===== src/rtl/csx_pkg.sv =====
// Shared types, status codes and helpers for the CAN signal extractor.
package csx_pkg;

    localparam int FRAME_BITS = 64;
    localparam int VALUE_BITS = 32;

    localparam logic [1:0] ST_OK      = 2'd0;
    localparam logic [1:0] ST_BAD_LEN = 2'd1;
    localparam logic [1:0] ST_PAST    = 2'd2;

    // Decode stage -> shift stage
    typedef struct packed {
        logic [FRAME_BITS-1:0] src;
        logic [5:0]            shamt;
        logic [5:0]            len;
        logic                  sgn;
        logic [1:0]            status;
    } dec_t;

    // Shift stage -> format stage
    typedef struct packed {
        logic [VALUE_BITS-1:0] raw;
        logic [5:0]            len;
        logic                  sgn;
        logic [1:0]            status;
    } shf_t;

    // Byte order reversal; puts Motorola sawtooth order MSB-first at the top
    function automatic logic [FRAME_BITS-1:0] byte_swap(input logic [FRAME_BITS-1:0] d);
        logic [FRAME_BITS-1:0] r;
        for (int b = 0; b < FRAME_BITS / 8; b++) begin
            r[8*b +: 8] = d[FRAME_BITS - 8 - 8*b +: 8];
        end
        return r;
    endfunction

endpackage


===== src/rtl/csx_decode.sv =====
// Stage 1: layout decode, range checks, source select and shift amount.
module csx_decode #(
    parameter int FRAME_BYTES     = 8,
    parameter int MAX_SIGNAL_BITS = 32
) (
    input  logic                aclk,
    input  logic                aresetn,
    input  logic                in_valid,
    output logic                in_ready,
    input  logic [63:0]         frame_data,
    input  logic [5:0]          start_bit,
    input  logic [5:0]          bit_length,
    input  logic                motorola_order,
    input  logic                is_signed,
    output logic                out_valid,
    input  logic                out_ready,
    output csx_pkg::dec_t       out_data
);

    logic          valid_reg;
    csx_pkg::dec_t data_reg;
    csx_pkg::dec_t data_next;
    logic [5:0]    lin0;
    logic [6:0]    last_idx;
    logic [6:0]    moto_sh;
    logic          bad_len;
    logic          past;

    assign in_ready  = !valid_reg || out_ready;
    assign out_valid = valid_reg;
    assign out_data  = data_reg;

    always_comb begin
        // Motorola: bit k of byte b maps to linear index b*8 + (7-k)
        lin0     = motorola_order ? {start_bit[5:3], ~start_bit[2:0]} : start_bit;
        last_idx = {1'b0, lin0} + {1'b0, bit_length} - 7'd1;
        moto_sh  = 7'd64 - {1'b0, lin0} - {1'b0, bit_length};
        bad_len  = (bit_length == 6'd0) || ({1'b0, bit_length} > 7'(MAX_SIGNAL_BITS));
        past     = last_idx >= 7'(FRAME_BYTES * 8);

        data_next.len = bit_length;
        data_next.sgn = is_signed;
        if (bad_len) begin
            data_next.status = csx_pkg::ST_BAD_LEN;
        end else if (past) begin
            data_next.status = csx_pkg::ST_PAST;
        end else begin
            data_next.status = csx_pkg::ST_OK;
        end
        if (motorola_order) begin
            data_next.src   = csx_pkg::byte_swap(frame_data);
            data_next.shamt = moto_sh[5:0];
        end else begin
            data_next.src   = frame_data;
            data_next.shamt = start_bit;
        end
    end

    always_ff @(posedge aclk) begin
        if (!aresetn) begin
            valid_reg <= 1'b0;
        end else if (in_ready) begin
            valid_reg <= in_valid;
        end
    end

    always_ff @(posedge aclk) begin
        if (in_valid && in_ready) begin
            data_reg <= data_next;
        end
    end

endmodule


===== src/rtl/csx_shift.sv =====
// Stage 2: barrel shift of the selected payload word.
module csx_shift (
    input  logic           aclk,
    input  logic           aresetn,
    input  logic           in_valid,
    output logic           in_ready,
    input  csx_pkg::dec_t  in_data,
    output logic           out_valid,
    input  logic           out_ready,
    output csx_pkg::shf_t  out_data
);

    logic                           valid_reg;
    csx_pkg::shf_t                  data_reg;
    csx_pkg::shf_t                  data_next;
    logic [csx_pkg::FRAME_BITS-1:0] shifted;

    assign in_ready  = !valid_reg || out_ready;
    assign out_valid = valid_reg;
    assign out_data  = data_reg;

    always_comb begin
        shifted          = in_data.src >> in_data.shamt;
        data_next.raw    = shifted[csx_pkg::VALUE_BITS-1:0];
        data_next.len    = in_data.len;
        data_next.sgn    = in_data.sgn;
        data_next.status = in_data.status;
    end

    always_ff @(posedge aclk) begin
        if (!aresetn) begin
            valid_reg <= 1'b0;
        end else if (in_ready) begin
            valid_reg <= in_valid;
        end
    end

    always_ff @(posedge aclk) begin
        if (in_valid && in_ready) begin
            data_reg <= data_next;
        end
    end

endmodule


===== src/rtl/csx_format.sv =====
// Stage 3: length mask, sign extension and error zeroing into the output register.
module csx_format (
    input  logic           aclk,
    input  logic           aresetn,
    input  logic           in_valid,
    output logic           in_ready,
    input  csx_pkg::shf_t  in_data,
    output logic           out_valid,
    input  logic           out_ready,
    output logic [31:0]    out_value,
    output logic [1:0]     out_status
);

    logic        valid_reg;
    logic [31:0] value_reg;
    logic [31:0] value_next;
    logic [1:0]  status_reg;
    logic [32:0] mask_wide;
    logic [31:0] mask;
    logic [4:0]  top_idx;
    logic        sign_bit;

    assign in_ready   = !valid_reg || out_ready;
    assign out_valid  = valid_reg;
    assign out_value  = value_reg;
    assign out_status = status_reg;

    always_comb begin
        mask_wide = (33'd1 << in_data.len) - 33'd1;
        mask      = mask_wide[31:0];
        top_idx   = 5'(in_data.len - 6'd1);
        sign_bit  = in_data.raw[top_idx];
        if (in_data.status != csx_pkg::ST_OK) begin
            value_next = '0;
        end else if (in_data.sgn && sign_bit) begin
            value_next = in_data.raw | ~mask;
        end else begin
            value_next = in_data.raw & mask;
        end
    end

    always_ff @(posedge aclk) begin
        if (!aresetn) begin
            valid_reg <= 1'b0;
        end else if (in_ready) begin
            valid_reg <= in_valid;
        end
    end

    always_ff @(posedge aclk) begin
        if (in_valid && in_ready) begin
            value_reg  <= value_next;
            status_reg <= in_data.status;
        end
    end

endmodule


===== src/rtl/can_signal_extract.sv =====
// Top level: three-stage CAN signal extractor (Intel and Motorola layouts).
//
//  channel | dir | tdata (low bit up)                        | tuser
//  s_      | in  | frame_data 64, start_bit 6, bit_length 6  | motorola_order, is_signed
//  m_      | out | value 32                                  | status 2
//
// Requests pass the decode, shift and format registers; one per cycle unless m_tready stalls.
// Stages: decode and range check, 64-bit barrel shift, mask and sign extend.
// Reset clears only the stage valid bits.
// A stall on m_tready backs up stage by stage; empty stages still take requests.
module can_signal_extract #(
    parameter int FRAME_BYTES     = 8,
    parameter int MAX_SIGNAL_BITS = 32
) (
    input  logic        aclk,
    input  logic        aresetn,
    input  logic        s_tvalid,
    output logic        s_tready,
    input  logic [79:0] s_tdata,   // frame_data[63:0], start_bit[69:64], bit_length[75:70], zero pad
    input  logic [1:0]  s_tuser,   // motorola_order[0], is_signed[1]
    output logic        m_tvalid,
    input  logic        m_tready,
    output logic [31:0] m_tdata,   // value[31:0]
    output logic [1:0]  m_tuser    // status[1:0]
);

    logic          dec_valid;
    logic          dec_ready;
    csx_pkg::dec_t dec_data;
    logic          shf_valid;
    logic          shf_ready;
    csx_pkg::shf_t shf_data;

    csx_decode #(
        .FRAME_BYTES     (FRAME_BYTES),
        .MAX_SIGNAL_BITS (MAX_SIGNAL_BITS)
    ) u_decode (
        .aclk           (aclk),
        .aresetn        (aresetn),
        .in_valid       (s_tvalid),
        .in_ready       (s_tready),
        .frame_data     (s_tdata[63:0]),
        .start_bit      (s_tdata[69:64]),
        .bit_length     (s_tdata[75:70]),
        .motorola_order (s_tuser[0]),
        .is_signed      (s_tuser[1]),
        .out_valid      (dec_valid),
        .out_ready      (dec_ready),
        .out_data       (dec_data)
    );

    csx_shift u_shift (
        .aclk      (aclk),
        .aresetn   (aresetn),
        .in_valid  (dec_valid),
        .in_ready  (dec_ready),
        .in_data   (dec_data),
        .out_valid (shf_valid),
        .out_ready (shf_ready),
        .out_data  (shf_data)
    );

    csx_format u_format (
        .aclk       (aclk),
        .aresetn    (aresetn),
        .in_valid   (shf_valid),
        .in_ready   (shf_ready),
        .in_data    (shf_data),
        .out_valid  (m_tvalid),
        .out_ready  (m_tready),
        .out_value  (m_tdata),
        .out_status (m_tuser)
    );

endmodule


===== config.mk =====
export PLATFORM = sky130hd
export DESIGN_NAME = can_signal_extract
export DESIGN_NICKNAME = d
export VERILOG_FILES = /design/src/rtl/csx_pkg.sv /design/src/rtl/csx_decode.sv /design/src/rtl/csx_shift.sv /design/src/rtl/csx_format.sv /design/src/rtl/can_signal_extract.sv
export SDC_FILE = /design/constraint.sdc
export NUM_CORES = 1
export LEC_CHECK = 0
export BUFFER_PORTS_ARGS = -buffer_cell sky130_fd_sc_hd__buf_4
export CORE_MARGIN = 1
export CORE_UTILIZATION = 55
export DETAILED_ROUTE_END_ITERATION = 6
export PLACE_DENSITY = 0.82
export SLEW_MARGIN = 20
export SYNTH_ARGS = -nofsm -noshare
export SYNTH_HDL_FRONTEND = slang
export SYNTH_SLANG_ARGS = --single-unit

===== constraint.sdc =====
create_clock -name aclk -period 12.7 [get_ports aclk]
set_input_delay 2.54 -clock aclk [delete_from_list [all_inputs] [get_ports aclk]]
set_output_delay 2.54 -clock aclk [all_outputs]
set_load 0.005 [all_outputs]

; ---- After elaboration in Yosys (flattened, before gate mapping)
; Cells that the tools add are included.
[classes]
addsub = 6
magnitude_cmp = 3
shift = 2
n_mux = 6
n_bitwise = 4
n_reduce_logical = 13
[op_table]
columns = cell, count
row1 = two-way mux 70 bit, 1
row2 = right shift 64 x 6 -> 32 bit, 1
row3 = bitwise AND 32 bit, 1
row4 = two-way mux 32 bit, 1
row5 = NOT 32 bit, 1
row6 = OR 32 bit, 1
row7 = left shift 1 x 6 -> 32 bit (first input constant), 1
row8 = subtractor 32 x 1 -> 32 bit (second input constant), 1
row9 = adder 6 x 6 -> 7 bit, 1
row10 = greater-or-equal comparator 7 bit (second input constant), 1
row11 = subtractor 7 x 1 -> 7 bit (second input constant), 1
row12 = greater-than comparator 6 bit (second input constant), 1
row13 = zero test 6 bit, 1
row14 = less-than comparator 5 x 6 -> 1 bit (second input constant), 1
row15 = subtractor 1 x 6 -> 6 bit (first input constant), 1
row16 = subtractor 6 bit, 1
row17 = binary-select mux 1 bit (select 5 bit), 1
row18 = subtractor 5 x 1 -> 5 bit (second input constant), 1
row19 = logical AND 1 bit, 4
row20 = logical OR 1 bit, 4
row21 = zero test 1 bit, 3
row22 = two-way mux 3 bit, 1
row23 = NOT 3 bit, 1
row24 = two-way mux 2 bit, 1
row25 = 2 further kinds, 2
[totals]
register_bits = 157
inputBits = 86
out_inout_bits = 36
wordCells = 48

; ---- Longest topological paths before layout
[logic_depth]
ltp_word = 6
depth_mapped = 14
depth_no_buf = 12

; ---- Modules after synthesis
; From an unflattened synthesis, not the netlist that was laid out.
[hier_totals]
cells_unflattened = 1077
hier_area_um2 = 12698.4
[modules_own_cells]
columns = mod, n_inst, cells_per_inst, area_per_inst_um2, seq_area_each_um2
row1 = csx_shift, 1, 520, 5771.8, 1251.2
row2 = csx_decode, 1, 224, 3708.6, 2392.3
row3 = csx_format, 1, 333, 3218.1, 1041.0

; ---- Worst setup path before layout
; Ideal clock, no wire load.
[synth_timing]
path_type = input port to flip-flop
from = in m_tready
to = reg u_decode.data_reg (netlist bit u_decode.out_data[0]) (enable)
setup_ns = 0.564
arrival_time_ns = 6.615
required_ns = 12.136
slack_ns = 5.522
cell_stages = 2
path_buffers = 0
path_cell_list = nor2b_1 -> a31oi_1
[synth_via]
elab_chain_len = 4
[synth_lines]
columns = item, line_no
row1 = start: declaration, can_signal_extract.sv:22  ; input logic m_tready,
row2 = logical OR 1 bit, csx_format.sv:23  ; assign in_ready = !valid_reg || out_ready;
row3 = logical OR 1 bit, csx_shift.sv:18  ; assign in_ready = !valid_reg || out_ready;
row4 = logical OR 1 bit, csx_decode.sv:29  ; assign in_ready = !valid_reg || out_ready;
row5 = logical AND 1 bit, csx_decode.sv:68  ; if (in_valid && in_ready) begin
row6 = end signal: assignment, csx_decode.sv:69  ; data_reg <= data_next;
row7 = end: declaration, csx_decode.sv:21  ; csx_pkg::dec_t data_reg;
; No other way between the ends.
; A chain may end at the register's enable or synchronous reset.

; ---- Final worst setup path
[layout_timing]
from = in m_tready
to = out s_tready
[layout_via]
elab_chain_len = 3
[layout_lines]
columns = item, line_no
row1 = logical OR 1 bit, csx_format.sv:23
row2 = logical OR 1 bit, csx_shift.sv:18
row3 = logical OR 1 bit, csx_decode.sv:29
row4 = end: declaration, can_signal_extract.sv:18  ; output logic s_tready,
; No other way between the ends.

==> metrics.cfg <==
[outcome]
run_status = complete, no violations

[clocking]
clockBufferDepth = 2
cts_setup_buffers = 0
ctsHoldBuffers = 0
cts_resized = 0
cts.clk_slew.worst_paths_ns = 0.06
numCtsBuffers = 17
cts_tree = yes
clk-insertion-delay-late_ns = 0.42
cts_sinks = 157
clk_root_buffer_cell = clkbuf_16
h-tree-depth = 4

[yosys]
synth-seq-area-share_pct = 41.2
synth_area_leaders = edfxtp_1 (41%), mux4_2 (11%), mux2_2 (8.4%)
synth_top_family_by_area = multiplexers
synth_fp_nets = 1120
synth.distinct_cells = 81
synth_edf_count = 154
synth_xor_area_share_pct = 1.39
post_synth.cell_area_avg_um2 = 11.3
yosys.area_share.adder_pct = 2.68
synthArstFlopShare_pct = 0
syn-cell-area_um2 = 11400
synth_compound_area_share_pct = 13.4
syn_inst = 1011
yosysTopAreaCellShare_pct = 40.7
synth.largest_area_cell = edfxtp_1
yosysWarnings = 0
yosys_most_used_dff = edfxtp_1
synth-simple-area-share_pct = 11.0
yosys_register_bits = 157
muxShareOfSynthArea_pct = 26.0

[floorplanning]
rows = 52
ioPinCount = 122
dieHeight_um = 146
die_x_um = 146
coreArea_um2 = 20200
die_area_um2 = 21300
start_util_pct = 56.2

[global_route]
track_usage_pct = 28.1
grt_overflow = 0
grt_pass1_wl_um = 46700
grt_max_degree = 80
antenna_found_initial = 0
grt_pass1_vias = 8469

[critical_path]
cp_cell_sequence = buf_4 > nor2b_1 > nand3_1 > buf_4
cp_slowest_stage_delay_ns = 0.52
arrival_ns = 3.51
path_max_fanout = 6
endpoint_kind = output pin
r2r_start = u_shift.out_data[3]$_DFFE_PP_
start_kind = primary input
cp_top_family = simple AND/OR/NAND/NOR gates
r2r_end = u_format.out_value[25]$_SDFFCE_PP0P_
r2r_slack_ns = 8.61
critPathRequiredTime_ns = 10.16
r2r_cells = 8
slowest_stage = nor2b_1
crit_buf_inv = 2
critPathKind = primary input to output pin
cpMostUsedCell = buf_4

[placement]
placed_cell_area_um2 = 12400
place_congestion = 0.975
port_buffers = 117
place.detailed.hpwl_um = 21600

[timing]
finalHoldViolations = 0
setup_violations = 0
worst_pin_slew_ns = 0.965
setup_tns_ns = 0
period_minus_slack_ns = 6.05
relSlewSlack_pct = 35.6
clock_skew_ns = 0.0111
rsz0062_at_grt = no
fin_crit_sh_pct = 47.6
final_max_slew_viol_count = 0
fmax_ghz = 0.165

[finish]
area_growth_pct = 14.0
drive_above_1_share_pct = 29.5
antenna_cells = 0
num-nets-final = 1191
design_area_um2 = 13000
num-fill-cells = 1527

[power]
power_density_nw_per_um2 = 133
p_switching_w = 0.000562
combPwrFrac_pct = 31.0
pwr-share-seq_pct = 39.3
p_int_w = 0.00116
sw_frac_of_total_pct = 32.6
clkPwrFrac_pct = 29.7
p_leak_nw = 4.96
peakVddDrop_mv = 0.0971

[detailed_routing]
vias_per_cell = 6.53
wl_per_cell_um = 21.5
via_count = 8919
wl_um = 29400
drt_iter0_markers = 909
drtPass1Iterations = 5
drcViolationCount = 0
antenna_left = 0

[min_path]
hp-start = u_decode.out_data[1]$_SDFFCE_PP0P_
holdPathStages = 0
hold_end = u_shift.out_data[1]$_DFFE_PP_
worstHoldPathType = register to register

[job]
maxCapViolCount = 0

-- flip-flops by register name (all words and copies together) (netlist names) --
| signal | cells |
|---|---|
| u_decode.out_data | 79 |
| u_shift.out_valid | 1 |
| u_shift.out_data | 41 |
| u_format.out_status | 2 |
| u_decode.out_valid | 1 |
| u_format.out_value | 32 |
| u_format.out_valid | 1 |
-- kinds of logic (layout without fill, tap and decap cells) --
| group | after synthesis | in the layout |
|---|---|---|
| xor+xnor | 18 | 18 |
| simple gates | 256 | 256 |
| buf+inv | 117 | 201 |
| fa+ha+maj | 24 | 24 |
| flops | 157 | 157 |
| compound gates | 225 | 225 |
| mux | 214 | 214 |
-- power by group through the flow --
stage / combinational (W) / sequential (W) / clock [W]
after detailed placement: 0.000517 / 0.000688 / 0
after floorplan: 0.000392 / 0.000666 / 0
after CTS: 0.000521 / 0.000677 / 0.000516
final: 0.000535 / 0.000679 / 0.000513
after global routing: 0.000570 / 0.000683 / 0.000535
after global placement: 0.000511 / 0.000684 / 0
-- how the worst max path moves through the flow --
| stage | startpoint | endpoint | slack, ns | cells after the start |
|---|---|---|---|---|
| 2_1_floorplan | m_tready | u_decode.out_data[0]$_SDFFCE_PP1P_ | 5.52 | 2 |
| 3_5_place_dp | m_tready | s_tready | 6.66 | 4 |
| 3_3_place_gp | m_tready | s_tready | 6.67 | 4 |
| 4_1_cts | m_tready | s_tready | 6.64 | 4 |
| 5_1_grt | m_tready | s_tready | 6.52 | 4 |
| 6_report | m_tready | s_tready | 6.65 | 4 |
-- worst reg2reg max path, cell delays in order (launching register included) --
cell and delay, ns:
edfxtp_1 0.71, inv_1 0.21, ha_1 0.55, nor4_1 0.89, o22ai_2 0.29, nor4_4 0.38
a31oi_1 0.13, or3_1 0.38, a211oi_1 0.34
-- layout make-up --
cell class                      count  area (um^2)  area share [%]
Tap cell                          270          338            2.61
Clock buffer                       18          429            3.31
Timing Repair Buffer              129          988            7.62
Clock inverter                     14          156            1.21
Multi-Input combinational cell    737         6220            48.0
Sequential cell                   157         4680            36.1
Inverter                           40          150            1.16
-- per-stage QoR --
stage | total power, W | worst slack (ns) | cells | hold slack, ns | utilization [%]
6_report | 0.00173 | 6.65 | 1365 | 0.419 | 64.1
2_1_floorplan | 0.00106 | 5.52 | 1011 | 0.400 | -
3_5_place_dp | 0.00121 | 6.66 | 1332 | 0.407 | 61.1
5_1_grt | 0.00179 | 6.52 | 1365 | 0.418 | 64.1
4_1_cts | 0.00171 | 6.64 | 1364 | 0.418 | 63.9
3_3_place_gp | 0.00120 | 6.67 | 1332 | 0.402 | 61.1
-- cells in the final DEF (no fill, tap or decap), drive strengths merged, types with 4 or more instances in the layout --
cell type  count
edfxtp       154
buf          129
nand2        115
mux2          85
mux2i         72
mux4          57
nor2          55
a21oi         53
o21ai         45
inv           45
o22ai         25
ha            22
clkbuf        18
xnor2         16
nand3         15
a311o         10
o221ai        10
and3          10
a21o           9
nor3           9
a31oi          8
nor4           7
or2            6
a211oi         5
or3            5
o21bai         5
o311a          5
nor2b          5
a21boi         5
and2           5
a311oi         5
o211ai         4
o2111ai        4
o211a          4
o31a           4
clkinv         4
-- cells in the mapped netlist, drive strengths merged (5+ instances only) --
cell type and instances:
or3 5, a21o 9, and2 5, o22ai 25, a311oi 5, ha 22
edfxtp 154, nand3 15, o221ai 10, buf 37, xnor2 16, o21bai 5
a21boi 5, mux4 57, and3 10, clkbuf 40, a31oi 8, o21ai 45
nand2 115, nor2 55, nor2b 5, a211oi 5, inv 39, a21oi 53
mux2 85, o311a 5, nor3 9, mux2i 72, nor4 7, or2 6
a311o 10
-- routing by layer --
metal | GRT usage, % | vias to the layer above | routed length, um
met5 | 0 | - | 0
met4 | 13.4 | 0 | 1360
met3 | 4.83 | 81 | 2200
met2 | 46.2 | 488 | 14000
met1 | 36.3 | 4282 | 11900
li1 | - | 4068 | -
No activity file was read; power rests on OpenSTA's default activity.
